==> config.mk <==
export PLATFORM = sky130hd
export DESIGN_NAME = button_gesture_classifier_core
export DESIGN_NICKNAME = d
export VERILOG_FILES = /design/src/rtl/bgc_pkg.sv /design/src/rtl/bgc_cfg_regs.sv /design/src/rtl/bgc_classify.sv /design/src/rtl/button_gesture_classifier_core.sv
export SDC_FILE = /design/constraint.sdc
export NUM_CORES = 1
export LEC_CHECK = 0
export BUFFER_PORTS_ARGS = -buffer_cell sky130_fd_sc_hd__buf_2
export CAP_MARGIN = 15
export CORE_MARGIN = 5
export CORE_UTILIZATION = 30
export DETAILED_ROUTE_END_ITERATION = 10
export REMOVE_ABC_BUFFERS = 1
export SETUP_SLACK_MARGIN = 0.2
export SYNTH_ARGS = -nofsm -noshare
export SYNTH_HDL_FRONTEND = slang
export SYNTH_SLANG_ARGS = --single-unit
==> constraint.sdc <==
create_clock -name clk_i -period 4.1 [get_ports clk_i]
set_clock_uncertainty 0.1 [all_clocks]
set_input_delay 0.41 -clock clk_i [delete_from_list [all_inputs] [get_ports clk_i]]
set_output_delay 0.41 -clock clk_i [all_outputs]
set_load 0.01 [all_outputs]
==> src/rtl/bgc_pkg.sv <==
// ----------------------------------------------------------------------------
// bgc_pkg
// Types and constants shared by the button gesture classifier modules.
// ----------------------------------------------------------------------------
`timescale 1ns / 1ps
`default_nettype none

package bgc_pkg;

  // item kinds
  typedef enum logic {
    CMD_TICK = 1'b0,
    CMD_SCAN = 1'b1
  } bgc_cmd_e;

  // gesture codes
  typedef enum logic [1:0] {
    GEST_PENDING = 2'd0,
    GEST_SINGLE  = 2'd1,
    GEST_DOUBLE  = 2'd2,
    GEST_LONG    = 2'd3
  } bgc_gesture_e;

  // configuration register indexes
  typedef enum logic [2:0] {
    CFG_SINGLE_CLICK = 3'd0,
    CFG_DOUBLE_CLICK = 3'd1,
    CFG_LONG_PRESS   = 3'd2,
    CFG_LONG_PRELOAD = 3'd3
  } bgc_cfg_idx_e;

  localparam int unsigned CfgIdxW  = 3;
  localparam int unsigned CfgDataW = 8;
  localparam int unsigned WatchW   = 8;
  localparam int unsigned KeyW     = 4;
  localparam int unsigned ShowW    = 14;

  localparam logic [WatchW-1:0] WATCH_MAX = 8'd255;

  localparam logic [CfgDataW-1:0] RST_SINGLE_CLICK = 8'd30;
  localparam logic [CfgDataW-1:0] RST_DOUBLE_CLICK = 8'd20;
  localparam logic [CfgDataW-1:0] RST_LONG_PRESS   = 8'd50;
  localparam logic [CfgDataW-1:0] RST_LONG_PRELOAD = 8'd15;

  localparam logic [ShowW-1:0] SHOW_SINGLE = 14'd1111;
  localparam logic [ShowW-1:0] SHOW_DOUBLE = 14'd2222;
  localparam logic [ShowW-1:0] SHOW_LONG   = 14'd3333;
  localparam logic [ShowW-1:0] SHOW_RESET  = 14'd9876;

  // input beat
  typedef struct packed {
    logic            cmd;
    logic            pressed;
    logic [KeyW-1:0] key;
  } bgc_in_t;

  // result beat
  typedef struct packed {
    logic [1:0]       gesture;
    logic [KeyW-1:0]  current_key;
    logic [ShowW-1:0] display_value;
  } bgc_out_t;

  // thresholds handed to the classifier
  typedef struct packed {
    logic [CfgDataW-1:0] single_click_ticks;
    logic [CfgDataW-1:0] double_click_ticks;
    logic [CfgDataW-1:0] long_press_ticks;
    logic [CfgDataW-1:0] long_release_preload;
  } bgc_cfg_t;

endpackage

`default_nettype wire

==> src/rtl/bgc_cfg_regs.sv <==
// ----------------------------------------------------------------------------
// bgc_cfg_regs
// Threshold registers written through the configuration channel.
// ----------------------------------------------------------------------------
`timescale 1ns / 1ps
`default_nettype none

module bgc_cfg_regs (
  input  wire logic                            clk_i,
  input  wire logic                            rst_ni,
  input  wire logic                            cfg_valid_i,
  output logic                                 cfg_ready_o,
  input  wire logic [bgc_pkg::CfgIdxW-1:0]     cfg_index_i,
  input  wire logic [bgc_pkg::CfgDataW-1:0]    cfg_data_i,
  output bgc_pkg::bgc_cfg_t                    cfg_o
);

  bgc_pkg::bgc_cfg_t cfg_q, cfg_d;

  assign cfg_ready_o = 1'b1;

  // register decode, unknown indexes are dropped
  always_comb begin
    cfg_d = cfg_q;
    if (cfg_valid_i) begin
      unique case (bgc_pkg::bgc_cfg_idx_e'(cfg_index_i))
        bgc_pkg::CFG_SINGLE_CLICK: cfg_d.single_click_ticks   = cfg_data_i;
        bgc_pkg::CFG_DOUBLE_CLICK: cfg_d.double_click_ticks   = cfg_data_i;
        bgc_pkg::CFG_LONG_PRESS:   cfg_d.long_press_ticks     = cfg_data_i;
        bgc_pkg::CFG_LONG_PRELOAD: cfg_d.long_release_preload = cfg_data_i;
        default: cfg_d = cfg_q;
      endcase
    end
  end

  always_ff @(posedge clk_i or negedge rst_ni) begin
    if (!rst_ni) begin
      cfg_q.single_click_ticks   <= bgc_pkg::RST_SINGLE_CLICK;
      cfg_q.double_click_ticks   <= bgc_pkg::RST_DOUBLE_CLICK;
      cfg_q.long_press_ticks     <= bgc_pkg::RST_LONG_PRESS;
      cfg_q.long_release_preload <= bgc_pkg::RST_LONG_PRELOAD;
    end else begin
      cfg_q <= cfg_d;
    end
  end

  assign cfg_o = cfg_q;

endmodule

`default_nettype wire

==> src/rtl/bgc_classify.sv <==
// ----------------------------------------------------------------------------
// bgc_classify
// Gesture state registers and the combinational update for one item.
// ----------------------------------------------------------------------------
`timescale 1ns / 1ps
`default_nettype none

module bgc_classify (
  input  wire logic              clk_i,
  input  wire logic              rst_ni,
  input  wire logic              step_i,
  input  wire bgc_pkg::bgc_in_t  item_i,
  input  wire bgc_pkg::bgc_cfg_t cfg_i,
  output bgc_pkg::bgc_out_t      res_o
);

  logic [bgc_pkg::WatchW-1:0] watch_q, watch_d;
  logic                       armed_q, armed_d;
  bgc_pkg::bgc_gesture_e      gest_q, gest_d;
  logic [bgc_pkg::KeyW-1:0]   held_q, held_d;
  logic                       was_q, was_d;
  logic [bgc_pkg::ShowW-1:0]  shown_q, shown_d;
  logic                       key_same;

  // next state for a tick or a scan sample
  always_comb begin
    watch_d  = watch_q;
    armed_d  = armed_q;
    gest_d   = gest_q;
    held_d   = held_q;
    was_d    = was_q;
    shown_d  = shown_q;
    key_same = 1'b1;
    if (item_i.cmd == bgc_pkg::CMD_TICK) begin
      // saturating stopwatch
      if (watch_q != bgc_pkg::WATCH_MAX) begin
        watch_d = watch_q + 8'd1;
      end
    end else begin
      if (item_i.pressed) begin
        held_d = item_i.key;
      end
      key_same = (held_d == held_q);
      if (!key_same) begin
        shown_d = {{(bgc_pkg::ShowW-bgc_pkg::KeyW){1'b0}}, held_d};
      end
      case ({item_i.pressed, was_q})
        // idle: confirm single click after enough quiet time
        2'b00: begin
          if (armed_q && (watch_q >= cfg_i.single_click_ticks)) begin
            gest_d  = bgc_pkg::GEST_SINGLE;
            shown_d = bgc_pkg::SHOW_SINGLE;
          end
        end
        // release edge
        2'b01: begin
          if (gest_q == bgc_pkg::GEST_LONG) begin
            watch_d = cfg_i.long_release_preload;
            armed_d = 1'b0;
          end else begin
            watch_d = '0;
          end
        end
        // press edge: double click or arm
        2'b10: begin
          shown_d = {{(bgc_pkg::ShowW-bgc_pkg::KeyW){1'b0}}, held_d};
          if (armed_q && key_same && (watch_q <= cfg_i.double_click_ticks)) begin
            gest_d  = bgc_pkg::GEST_DOUBLE;
            armed_d = 1'b0;
            shown_d = bgc_pkg::SHOW_DOUBLE;
          end else begin
            gest_d  = bgc_pkg::GEST_PENDING;
            armed_d = 1'b1;
          end
          watch_d = '0;
        end
        // held: long press once the threshold is reached
        default: begin
          if (key_same && armed_q && (watch_q >= cfg_i.long_press_ticks)) begin
            gest_d  = bgc_pkg::GEST_LONG;
            shown_d = bgc_pkg::SHOW_LONG;
          end
        end
      endcase
      was_d = item_i.pressed;
    end
  end

  always_ff @(posedge clk_i or negedge rst_ni) begin
    if (!rst_ni) begin
      watch_q <= '0;
      armed_q <= 1'b0;
      gest_q  <= bgc_pkg::GEST_PENDING;
      held_q  <= '0;
      was_q   <= 1'b0;
      shown_q <= bgc_pkg::SHOW_RESET;
    end else if (step_i) begin
      watch_q <= watch_d;
      armed_q <= armed_d;
      gest_q  <= gest_d;
      held_q  <= held_d;
      was_q   <= was_d;
      shown_q <= shown_d;
    end
  end

  // result shows the state after the item
  assign res_o.gesture       = gest_d;
  assign res_o.current_key   = held_d;
  assign res_o.display_value = shown_d;

endmodule

`default_nettype wire

==> src/rtl/button_gesture_classifier_core.sv <==
// ----------------------------------------------------------------------------
// button_gesture_classifier_core
// Sorts keypad presses into single click, double click and long press.
// ----------------------------------------------------------------------------
// Usage:
//   The input channel takes timer ticks and keypad scan samples, one beat
//   each, under valid/stall. Every input beat gives exactly one result beat
//   with the gesture code, the last pressed key and the display number.
//   A beat accepted into the input register is classified by the state
//   update, which writes the result register once the result side can take
//   it. Throughput is one beat per cycle while in_stall_o is low; the state
//   update is combinational compare and select logic.
//   When the receiver stalls, the result register holds its beat and the
//   input register can still take one more beat before in_stall_o rises.
//   The configuration channel is always ready; write it only while idle.
//   Reset clears both valid flags, loads the default thresholds and puts
//   the classifier in its start state, display 9876.
// ----------------------------------------------------------------------------
`timescale 1ns / 1ps
`default_nettype none

module button_gesture_classifier_core (
  input  wire logic                          clk_i,
  input  wire logic                          rst_ni,
  input  wire logic                          in_valid_i,
  output logic                               in_stall_o,
  input  wire bgc_pkg::bgc_in_t              in_data_i,
  output logic                               out_valid_o,
  input  wire logic                          out_stall_i,
  output bgc_pkg::bgc_out_t                  out_data_o,
  input  wire logic                          cfg_valid_i,
  output logic                               cfg_ready_o,
  input  wire logic [bgc_pkg::CfgIdxW-1:0]   cfg_index_i,
  input  wire logic [bgc_pkg::CfgDataW-1:0]  cfg_data_i
);

  bgc_pkg::bgc_cfg_t cfg;
  bgc_pkg::bgc_in_t  in_q;
  logic              in_vld_q, in_vld_d;
  bgc_pkg::bgc_out_t out_q;
  bgc_pkg::bgc_out_t res;
  logic              out_vld_q, out_vld_d;
  logic              res_ready;
  logic              step;

  bgc_cfg_regs u_cfg_regs (
    .clk_i       (clk_i),
    .rst_ni      (rst_ni),
    .cfg_valid_i (cfg_valid_i),
    .cfg_ready_o (cfg_ready_o),
    .cfg_index_i (cfg_index_i),
    .cfg_data_i  (cfg_data_i),
    .cfg_o       (cfg)
  );

  // handshake between the two registers
  assign res_ready  = !out_vld_q || !out_stall_i;
  assign step       = in_vld_q && res_ready;
  assign in_stall_o = in_vld_q && !res_ready;

  always_comb begin
    in_vld_d  = in_stall_o ? in_vld_q : in_valid_i;
    out_vld_d = res_ready ? step : out_vld_q;
  end

  bgc_classify u_classify (
    .clk_i  (clk_i),
    .rst_ni (rst_ni),
    .step_i (step),
    .item_i (in_q),
    .cfg_i  (cfg),
    .res_o  (res)
  );

  // valid flags
  always_ff @(posedge clk_i or negedge rst_ni) begin
    if (!rst_ni) begin
      in_vld_q  <= 1'b0;
      out_vld_q <= 1'b0;
    end else begin
      in_vld_q  <= in_vld_d;
      out_vld_q <= out_vld_d;
    end
  end

  // payload registers
  always_ff @(posedge clk_i) begin
    if (in_valid_i && !in_stall_o) begin
      in_q <= in_data_i;
    end
    if (step) begin
      out_q <= res;
    end
  end

  assign out_valid_o = out_vld_q;
  assign out_data_o  = out_q;

endmodule

`default_nettype wire

Word level (Yosys, flattened, before mapping). Cells that the tools add are included. Widths: inputs -> output; s select.

Bits of input ports: 22. Register bits: 90. Output and inout port bits: 23. Word-level logic and storage cells: 76.

Order comparisons: 3. Eq/ne operators: 10. Mux-type cells: 21. Reduce and logical (&&, ||, !) cells: 23. Add/subtract/negate cells: 1.

Operators by type and width (number): $mux 14 (4); $pmux 14 s3 (1); $mux 8 (3); $ge 8x8->1 (2); $pmux 8 s2 (1); $mux 12 (1); $mux 4 (3); $reduce_and 2->1 (5); $add 8x1->8 const B (1); $le 8x8->1 (1); $mux 2 (4); $ne 8x8->1 const B (1); $logic_and 1x1->1 (7); $eq 3x2->1 const B (2); $pmux 2 s3 (1); $eq 2x2->1 const B (2); $eq 4x4->1 (1); $logic_not 1->1 (4); $reduce_and 4->1 (1); $reduce_bool 2->1 (2); $eq 3x1->1 const B (1); $logic_not 3->1 (1); $ne 3x1->1 const B (1); $reduce_and 3->1 (1); other kinds (6) (7).

Longest topological paths before layout. Gate-level depths: netlist of run 1.

Depth in word-level cells: 8. Mapped depth: 8. Gate-level depth less buffers: 8.

Modules after synthesis. A second synthesis of run 1 with hierarchy kept.

Cell total of the unflattened synthesis: 394. Area total of the unflattened synthesis: 4600.7 sq um.

Modules (own cells, without submodules): bgc_classify (area each 2476.1 sq um, seq. area each 758.2 sq um, cells an instance 288, instances 1); bgc_cfg_regs (area each 1251.2 sq um, seq. area each 817.0 sq um, cells an instance 72, instances 1); button_gesture_classifier_core (area each 873.3 sq um, seq. area each 830.8 sq um, cells an instance 34, instances 1).

Worst setup path after synthesis of run 1. OpenSTA, ideal clock, no wires.

Kind: reg2reg. Start point: reg out_vld_q (netlist: out_valid_o). End point: reg u_classify.shown_q[3] in the netlist's numbering. Required time: 3.874 ns. Clock period less this slack: 2.445 ns. Stages on the path, launching flop included: 5. Path buffers: 0. Slack: 1.655 ns. Library setup time: 0.126 ns. Arrival: 2.219 ns. Cell sequence: dfrtp_1 > a21oi_1 > nand2_1 > a31oi_1 > o21ai_1.

Cells in the longest elaborated chain, start to end: 3.

Ends and longest elaborated chain: from (decl) (RTL line button_gesture_classifier_core.sv:42) `logic out_vld_q, out_vld_d;`; from (signal assigned) (RTL line button_gesture_classifier_core.sv:82) `out_vld_q <= out_vld_d;`; $logic_not 1->1 (RTL line button_gesture_classifier_core.sv:57) `assign res_ready = !out_vld_q || !out_stall_i;`; $logic_or 1x1->1 (RTL line button_gesture_classifier_core.sv:57); $logic_and 1x1->1 (RTL line button_gesture_classifier_core.sv:58) `assign step = in_vld_q && res_ready;`; net step (RTL line button_gesture_classifier_core.sv:44) `logic step;`; to (signal assigned) (RTL line bgc_classify.sv:96) `shown_q <= bgc_pkg::SHOW_RESET;`; to (signal assigned) (RTL line bgc_classify.sv:103) `shown_q <= shown_d;`; to (decl) (RTL line bgc_classify.sv:22) `logic [bgc_pkg::ShowW-1:0] shown_q, shown_d;`.

The timed path passes the listed nets, and every way through them passes these cells. A chain may end at the register's enable or synchronous reset.

==> impl_metrics.json, run 1 <==
{
  "fmax_ghz": 0.381,
  "rows": 45,
  "max_cap_violations": 0,
  "start_kind": "flop",
  "internal_power_mw": 1.83,
  "synthArstFlopShare_pct": 71.1,
  "seqPwrFrac_pct": 45.9,
  "post-cts-setup-buffers": 0,
  "synth_top_family_by_area": "compound AO/OA/AOI/OAI gates",
  "area_growth_pct": 15.0,
  "fin_nets": 518,
  "fill_cells": 1516,
  "io_pins": 45,
  "hpwlAfterDp_um": 7610,
  "crit_type": "flop to flop",
  "worstSkewPairLatency_ps": 350,
  "synth_cell_types": 66,
  "peakVddDrop_v": 0.000185,
  "yosys.area.top_type_share_pct": 24.3,
  "synthXorXnorAreaFrac_pct": 0.944,
  "min_path_type": "input pin to asynchronous set/reset pin",
  "grt_pass1_wl_um": 17300,
  "postRouteAntennaNets": 0,
  "yosys_warnings": 0,
  "drc_errors": 0,
  "comb_power_share_pct": 26.0,
  "drt-vias-per-instance": 5.01,
  "synth_top_flop_cell": "dfrtp_1",
  "cts_buffer_depth": 2,
  "finalSetupTns_ps": 0,
  "synth_top_cells_by_area": "dfrtp_1 24%, edfxtp_1 17%, dfstp_2 11%",
  "fin_crit_sh_pct": 64.0,
  "start_util_pct": 30.5,
  "root_buffer": "clkbuf_16",
  "clk_pin_slew_worst_paths_ps": 70,
  "ctsResizeCount": 0,
  "diodes": 0,
  "wl_per_cell_um": 15.4,
  "drt_wl_total_um": 10200,
  "slowest_delay_ps": 510,
  "ff_latch_area_um2": 2410,
  "antenna_found_initial": 0,
  "ys_seq_area_share_pct": 51.9,
  "period_needed_ps": 2620,
  "place.gp.congestion": 0.829,
  "final_common_cell": "nand2_1",
  "coreArea_um2": 15200,
  "mostFrequentLayoutCells": "55 x nand2_1, 45 x dfrtp_1, 43 x buf_2, 39 x inv_1, 26 x edfxtp_1",
  "grt_setup_unrepaired": "false",
  "grt_max_degree": 38,
  "cp_common_cell": "and3_1",
  "synthAdderAreaFrac_pct": 6.74,
  "vias": 3324,
  "p_sw_mw": 0.882,
  "cts_buffers": 9,
  "hold_viol_final": 0,
  "slew-limit-headroom_pct": 42.4,
  "ys_ff_latch": 90,
  "p_per_area_nw_per_um2": 509,
  "multiInputGateArea_um2": 2020,
  "h-tree-depth": 3,
  "cts_tree": "done",
  "dpl_worst_slack_ps": 1480,
  "syn_area_um2": 4640,
  "cts.sinks": 90,
  "slowest_stage": "dfstp_2",
  "synth.area.mux_share_pct": 4.59,
  "die_area_um2": 18000,
  "die_width_um": 134,
  "synth_edf_count": 26,
  "portBuffers": 43,
  "hold_buffers": 0,
  "layout-drive-gt1-share_pct": 26.5,
  "synth_cells": 426,
  "placed_cell_area_um2": 5060,
  "setup_violations": 0,
  "grt_pass1_vias": 3379,
  "pwr-share-clk_pct": 28.2,
  "synthSimpleGateAreaFrac_pct": 13.4,
  "synth_compound_area_share_pct": 17.7,
  "endpoint_kind": "flop",
  "status": "finished clean",
  "path_cells": "inv_1 > ha_1 > and3_1 > a221o_1 > a22oi_2 > and3_1 > o211a_1 > a32oi_1",
  "final_max_slew_viol_count": 0,
  "yosys.area.top_type": "dfrtp_1",
  "first_iter_violations": 201,
  "leakage_nw": 2.21,
  "grt_overflow": 0,
  "crit_required_ps": 4080,
  "layout_setup_ws_ps": 1480,
  "worst_ep_arrival_time_ps": 2600,
  "worst_pin_slew_ps": 864,
  "syn_area_per_cell_um2": 10.9,
  "detail_route.first_pass.iterations": 4,
  "crit_fanout": 5,
  "switching_share_pct": 32.5,
  "design_area_um2": 5330,
  "die_y_um": 134,
  "grtUsageTotal_pct": 12.0
}
critical path, delay by kind of cell (launching register included):
family	cells	cell delay, ps
simple gates	2	510
compound gates	4	890
flops	1	510
fa+ha+maj	1	300
buf+inv	1	50
path summary, 6_finish.rpt:
| path | from | to | slack, ps | depth (start not counted) |
|---|---|---|---|---|
| worst min register to register | u_classify.shown_q[12] | u_classify.shown_q[12] | 380 | 1 |
| max in group asynchronous | rst_ni | u_cfg_regs.cfg_o[27] | 2880 | 2 |
| min in group clk_i | in_data_i[0] | in_q[0] | 130 | 1 |
| worst min-delay path | rst_ni | u_classify.shown_q[12] | 80 | 1 |
| worst max-delay path | u_cfg_regs.cfg_o[18] | out_data_o[0] | 1480 | 8 |
| worst max register to register | u_cfg_regs.cfg_o[18] | out_data_o[0] | 1480 | 8 |
cell type report:
class	instances	share of cell area, %
Sequential cell	90	45.1
Clock inverter	6	0.798
Tap cell	188	4.41
Clock buffer	10	4.29
Multi-Input combinational cell	282	37.9
Timing Repair Buffer	47	4.60
Inverter	41	2.89
through the flow:
step	cells	hold WS, ps	utilization (%)	power (mW)
after CTS	664	114	35.1	2.74
after global routing	664	133	35.1	2.89
after global placement	648	363	33.3	1.94
final	664	77.5	35.1	2.71
after detailed placement	648	372	33.3	1.97
after floorplan	413	14.4	-	1.75
routing by layer:
| layer | track usage [%] | up-vias | share of wire, % |
|---|---|---|---|
| li1 | - | 1624 | - |
| met1 | 15.9 | 1624 | 47 |
| met2 | 18.9 | 65 | 47 |
| met3 | 2.70 | 11 | 4.4 |
| met4 | 4.92 | 0 | 1.8 |
| met5 | 0 | - | 0 |
Yosys cell counts (3+ instances only):
| cell | count |
|---|---|
| nor4b_2 | 3 |
| xnor2_1 | 5 |
| and3_1 | 3 |
| a21oi_1 | 24 |
| inv_1 | 39 |
| a22o_1 | 5 |
| nand2_1 | 55 |
| ha_1 | 25 |
| a2bb2oi_1 | 4 |
| o21ai_1 | 20 |
| and4_1 | 3 |
| mux2_2 | 18 |
| nor2_1 | 15 |
| nand3_1 | 7 |
| a31oi_1 | 4 |
| nand2b_1 | 3 |
| and2_1 | 7 |
| o21ai_0 | 21 |
| buf_2 | 3 |
| edfxtp_1 | 26 |
| clkbuf_1 | 6 |
| dfstp_2 | 19 |
| nor3_1 | 4 |
| dfrtp_1 | 45 |
| o22ai_1 | 5 |
| o221ai_1 | 4 |
state kept, by name (all words and copies together) (netlist names):
| signal | flops |
|---|---|
| out_data_o | 20 |
| u_classify.held_q | 4 |
| u_classify.shown_q | 14 |
| u_cfg_regs.cfg_o | 32 |
| u_classify.armed_q | 1 |
| out_valid_o | 1 |
| u_classify.was_q | 1 |
| in_q | 6 |
| in_vld_q | 1 |
| u_classify.gest_q | 2 |
| u_classify.watch_q | 8 |
power groups by stage:
stage               logic [mW]  registers (mW)  clock network [mW]
finish                   0.704            1.24               0.764
global route             0.808            1.27               0.815
detailed placement       0.708            1.26                   0
global placement         0.688            1.25                   0
CTS                      0.714            1.24               0.779
floorplan                0.515            1.24                   0
logic make-up after synthesis:
group           after synthesis
compound gates              114
xor+xnor                      5
fa+ha+maj                    25
buf+inv                      54
flops                        90
mux                          19
other cells                   1
simple gates                118
Note: power is estimated with default switching activity, not from simulation.
==> run 2, diff against run 1 <==
Settings changed: ABC_AREA from default to 1.
Clock period 4.1 ns to 2.1 ns, I/O delays scaled along.
==> run 2 against run 1 <==
  * The flow now finishes with violations (negative setup slack)
  * Total power grew to 2.7 times the previous value
  * Final area up 22%
  * Via count grew 17%
  * Critical path depth grew 3
  * Synthesized cell count increased by 30%
  * Clock power increased by 96%
  * Clock-buffer cell count rose by 4
  * Non-clock buffer count increased by 58
  * Routed wire length grew 14%
  * Sequential power grew 110%
  * Critical path type unchanged
  * Largest power group is now combinational logic
==> impl_metrics.json, run 2 <==
{
  "vias": 3900,
  "worstRegToRegCells": 11,
  "yosys.area.top_type_share_pct": 23.4,
  "crit_type": "flop to flop",
  "synthAdderAreaFrac_pct": 6.51,
  "design_area_um2": 6530,
  "pwr-share-clk_pct": 20.6,
  "synthSimpleGateAreaFrac_pct": 21.2,
  "final_cells": 875,
  "grt_pass1_wl_um": 19200,
  "syn_area_um2": 4810,
  "synth_top_cells_by_area": "dfrtp_1 23%, edfxtp_1 16%, nand2_1 11%",
  "synth_top_family_by_area": "simple AND/OR/NAND/NOR gates",
  "setup_violations": 19,
  "mostFrequentLayoutCells": "116 x nand2_1, 71 x inv_1, 56 x o21ai_0, 43 x buf_2, 42 x dfrtp_1",
  "hold_path_depth": 3,
  "netlist_top_cells_count": "137 x nand2_1, 81 x inv_1, 61 x o21ai_0",
  "synth.area.mux_share_pct": 0,
  "grt_setup_unrepaired": "true",
  "cts_tree": "done",
  "grtUsageTotal_pct": 13.1,
  "switching_share_pct": 36.9,
  "seqPwrFrac_pct": 35.3,
  "wl_per_cell_um": 13.4,
  "area_growth_pct": 35.8,
  "comb_power_share_pct": 44.1,
  "grt_pass1_vias": 3952,
  "crit_fanout": 6,
  "fmax_ghz": 0.446,
  "cts.sinks": 90,
  "drt_wl_total_um": 11700,
  "layout-drive-gt1-share_pct": 36.6,
  "die_y_um": 137,
  "max_cap_violations": 0,
  "peakVddDrop_v": 0.000536,
  "die_area_um2": 18700,
  "synthArstFlopShare_pct": 71.1,
  "final_max_slew_viol_count": 0,
  "drt-vias-per-instance": 4.46,
  "die_width_um": 137,
  "synthXorXnorAreaFrac_pct": 0.182,
  "start_util_pct": 30.4,
  "synth_cell_types": 46,
  "failed_checks": "negative setup slack",
  "fill_cells": 1560,
  "ys_ff_latch": 90,
  "synth_top_flop_cell": "dfrtp_1",
  "p_sw_mw": 2.69,
  "clk_pin_slew_worst_paths_ps": 60,
  "root_buffer": "clkbuf_16",
  "h-tree-depth": 3,
  "detail_route.first_pass.iterations": 4,
  "synth_compound_area_share_pct": 13.2,
  "grt_overflow": 0,
  "io_pins": 45,
  "hold_viol_final": 0,
  "synth_edf_count": 26,
  "synth_cells": 554,
  "p_per_area_nw_per_um2": 1110,
  "cts_buffer_depth": 2,
  "portBuffers": 43,
  "start_kind": "flop",
  "postRouteAntennaNets": 0,
  "final_common_cell": "nand2_1",
  "yosys_warnings": 0,
  "dp.cells": 836,
  "cts_buffers": 9,
  "rows": 46,
  "diodes": 0,
  "fin_crit_sh_pct": 107,
  "antenna_found_initial": 0,
  "worstSkewPairLatency_ps": 350,
  "min_path_type": "input pin to flop",
  "internal_power_mw": 4.59,
  "leakage_nw": 2.98,
  "place.gp.congestion": 0.815,
  "largest_reg_flops": 32,
  "drc_errors": 0,
  "yosys.area.top_type": "dfrtp_1",
  "first_iter_violations": 263,
  "coreArea_um2": 15800,
  "yosysMostFrequentCell": "nand2_1",
  "slew-limit-headroom_pct": 57.4,
  "hpwlAfterDp_um": 8210,
  "ys_seq_area_share_pct": 50.0,
  "period_needed_ps": 2240,
  "fin_nets": 701,
  "worst_ep_arrival_time_ps": 2240,
  "syn_area_per_cell_um2": 8.68,
  "grt_max_degree": 35,
  "placed_cell_area_um2": 5530,
  "layout_setup_ws_ps": -141,
  "worst_pin_slew_ps": 632,
  "endpoint_kind": "flop",
  "status": "complete, but fails checks",
  "crit_required_ps": 2100
}
==> run 2: cell types whose count changed after synthesis, sizes merged, moves of 5 or more <==
cell	delta
mux2	-18
o21ai	+27
nor2	+26
and2	-7
nand3	+18
a22o	-5
nand2	+90
inv	+44
==> run 2: logic make-up after synthesis <==
logic type | after synthesis
adder cells (fa/ha/maj) | 25
other | 1
AND/OR/NAND/NOR | 222
buffers and inverters | 101
AO/OA/AOI/OAI | 114
flip-flops | 90
XOR/XNOR | 1
==> run 2: final timing paths <==
kind | startpoint | endpoint | slack [ps]
hold reg to reg | u_classify.shown_q[9] | u_classify.shown_q[9] | 360
max in group asynchronous | rst_ni | u_classify.shown_q[13] | 1080
setup / recovery | u_cfg_regs.cfg_o[13] | out_data_o[12] | -140
hold / removal | out_stall_i | out_valid_o | 10
min in group asynchronous | rst_ni | u_cfg_regs.cfg_o[7] | 180
setup reg to reg | u_cfg_regs.cfg_o[13] | out_data_o[12] | -140
==> run 2: power groups by stage <==
stage / clock network [mW] / logic [mW] / registers [mW]
3_5_place_dp: 0 / 2.35 / 2.59
5_1_grt: 1.61 / 3.60 / 2.62
4_1_cts: 1.54 / 2.71 / 2.56
6_report: 1.50 / 3.21 / 2.57
2_1_floorplan: 0 / 1.46 / 2.59
3_3_place_gp: 0 / 2.31 / 2.58
==> run 2: timing repair <==
| action | in CTS | in global routing |
|---|---|---|
| hold buffers | 8 | 0 |
| endpoints found under the hold margin | 39 | 0 |
| buffers inserted | 8 | 7 |
| setup endpoints to repair | 40 | 40 |
| pin swaps | 22 | 35 |
| gates resized for setup | 50 | 67 |
==> run 2: per-layer routing <==
metal	share of wire (%)	track usage (%)
met3	2.8	2.83
met1	47	17.0
met4	1.1	3.53
met5	0	0
met2	50	21.9
==> run 2: final cells by class <==
| cell class | count | area [µm²] | area share, % |
|---|---|---|---|
| Multi-Input combinational cell | 363 | 2460 | 37.7 |
| Timing Repair Buffer | 105 | 793 | 12.2 |
| Clock buffer | 14 | 254 | 3.89 |
| Inverter | 85 | 324 | 4.96 |
| Tap cell | 216 | 270 | 4.14 |
| Sequential cell | 90 | 2410 | 36.9 |
| Clock inverter | 2 | 15.0 | 0.230 |
==> run 2: critical path, cell delays in order (launching register included) <==
cell and delay [ps]:
dfstp_2 540, inv_2 40, ha_4 270, nand2_4 50, nor2_4 120, nand4_1 180, nand3_2 180, nand2_2 80
nand2_4 150, a21oi_4 80, nor2_2 140, nor2_1 60
==> run 2: through the flow <==
stage	setup TNS (ps)	power (mW)	setup WS, ps	hold slack (ps)	utilization [%]
floorplan	-28190	4.05	-1040	-186	-
global placement	-5920	4.89	-349	9.79	34.9
detailed placement	-5770	4.93	-354	9.50	34.9
CTS	-426	6.81	-64.1	2.34	38.9
global route	-3270	7.83	-169	17.9	41.2
finish	-1340	7.28	-141	11.8	41.2
==> run 3, diff against run 2 <==
Settings changed: CTS_BUF_LIST from default to sky130_fd_sc_hd__clkbuf_4.
==> run 3 against run 2 <==
  * First-iteration DRC count is 3.8% higher
  * The flow still finishes with violations (negative setup slack)
  * Die area unchanged
  * Sequential power about the same
  * Combinational power grew 1%
  * Largest cell class unchanged
  * Fmax up 2.5%
  * Critical path type unchanged
  * Critical path depth is the same
  * Clock power fell by 41%
  * Non-clock buffer count increased by 6
  * Core utilization shrank 0.23 points
  * Hold slack better by 51 ps
==> impl_metrics.json, run 3 (synthesis results as in run 2) <==
{
  "area_growth_pct": 35.0,
  "grtUsageTotal_pct": 13.3,
  "portBuffers": 43,
  "place.gp.congestion": 0.815,
  "cts_buffers": 9,
  "start_util_pct": 30.4,
  "grt_pass1_vias": 3966,
  "design_area_um2": 6490,
  "clk_pin_slew_worst_paths_ps": 130,
  "slew-limit-headroom_pct": 62.5,
  "drt_wl_total_um": 11700,
  "p_per_area_nw_per_um2": 1030,
  "largest_reg_flops": 32,
  "dpl_worst_slack_ps": -354,
  "fin_nets": 707,
  "fmax_ghz": 0.457,
  "postRouteAntennaNets": 0,
  "cts_tree": "done",
  "grt_max_degree": 35,
  "grt_setup_unrepaired": "true",
  "wl_per_cell_um": 13.3,
  "die_y_um": 137,
  "start_kind": "flop",
  "total_power_mw": 6.70,
  "whs_ps": 63.0,
  "die_area_um2": 18700,
  "min_path_type": "input pin to asynchronous set/reset pin",
  "placed_cell_area_um2": 5530,
  "fill_cells": 1583,
  "antenna_found_initial": 0,
  "mostFrequentLayoutCells": "113 x nand2_1, 71 x inv_1, 53 x o21ai_0, 43 x buf_2, 42 x dfrtp_1",
  "status": "complete, but fails checks",
  "die_width_um": 137,
  "coreArea_um2": 15800,
  "layout_setup_ws_ps": -85.9,
  "r2r_slack_ps": -90,
  "dp.cells": 836,
  "final_max_slew_viol_count": 0,
  "io_pins": 45,
  "period_needed_ps": 2190,
  "leakage_nw": 2.94,
  "cts.sinks": 90,
  "drc_errors": 0,
  "crit_fanout": 6,
  "rows": 46,
  "cts_buffer_depth": 2,
  "grt_overflow": 0,
  "root_buffer": "clkbuf_4",
  "endpoint_kind": "flop",
  "peakVddDrop_v": 0.000373,
  "setup_violations": 13,
  "max_cap_violations": 0,
  "detail_route.first_pass.iterations": 4,
  "layout-drive-gt1-share_pct": 37.0,
  "worst_pin_slew_ps": 562,
  "failed_checks": "negative setup slack",
  "first_iter_violations": 273,
  "grt_pass1_wl_um": 19500,
  "fin_crit_sh_pct": 104,
  "hold_viol_final": 0,
  "worst_ep_arrival_time_ps": 2310,
  "worstSkewPairLatency_ps": 460,
  "h-tree-depth": 3,
  "hpwlAfterDp_um": 8210,
  "worstRegToRegCells": 11,
  "crit_type": "flop to flop",
  "final_common_cell": "nand2_1",
  "vias": 3938,
  "r2r_start": "u_cfg_regs.cfg_o[13]",
  "drt-vias-per-instance": 4.46,
  "crit_required_ps": 2230,
  "final_cells": 882,
  "r2r_end": "out_data_o[12]"
}
-- run 3: report_power, final --
group / switching, mW / internal, mW / total [mW] / leakage (nW)
Combinational: 1.80 / 1.45 / 3.25 / 1.87
Clock: 0.592 / 0.294 / 0.886 / 0.0617
Sequential: 0.261 / 2.30 / 2.57 / 1.01
Total: 2.65 / 4.05 / 6.70 / 2.94
-- run 3: through the flow --
stage                     utilization, %  TNS, ps
after floorplan                        -   -28190
final                               41.0     -597
after detailed placement            34.9    -5770
after global routing                41.0    -2570
after CTS                           39.3     -345
after global placement              34.9    -5920
-- run 3: final cells by class --
class / instances / area (µm²) / area share (%)
repair buffers: 111 / 857 / 13.2
diodes: 1 / 2.50 / 0.0386
clock inverters: 3 / 18.8 / 0.289
clock buffers: 13 / 97.6 / 1.50
well taps: 216 / 270 / 4.16
flip-flops and latches: 90 / 2410 / 37.1
multi-input cells: 363 / 2510 / 38.6
inverters: 85 / 329 / 5.07
-- run 3: worst max path at each step --
stage | startpoint | to | slack, ps
after floorplan | out_valid_o | u_classify.shown_q[12] | -1040
after global placement | u_classify.watch_q[7] | out_data_o[13] | -350
after detailed placement | u_classify.watch_q[7] | out_data_o[9] | -350
after CTS | u_cfg_regs.cfg_o[13] | out_data_o[9] | -60
after global routing | u_classify.watch_q[7] | out_data_o[9] | -150
final | u_cfg_regs.cfg_o[13] | out_data_o[12] | -90
-- run 3: timing repair --
action / CTS / global route
hold buffers: 17 / 0
endpoints found under the setup margin: 40 / 40
resized for setup: 72 / 59
buffers inserted: 7 / 5
pin swaps: 39 / 37
endpoints found under the hold margin: 84 / 0
-- run 3: critical path, stage by stage (launching register included) --
cell	delay [ps]
dfstp_2	560
inv_2	40
ha_4	280
nand2_4	50
nor2_4	120
nand4_1	170
nand3_2	160
nand2_2	80
nand2_4	120
a21oi_2	90
nor2_2	130
nor2_1	60
-- run 3: routing by layer --
metal	vias to the layer above	share of wire [%]	track usage, %
li1	2010	-	-
met1	1851	47	17.2
met2	61	48	22.4
met3	16	3.4	2.65
met4	0	1.8	3.75
met5	-	0	0
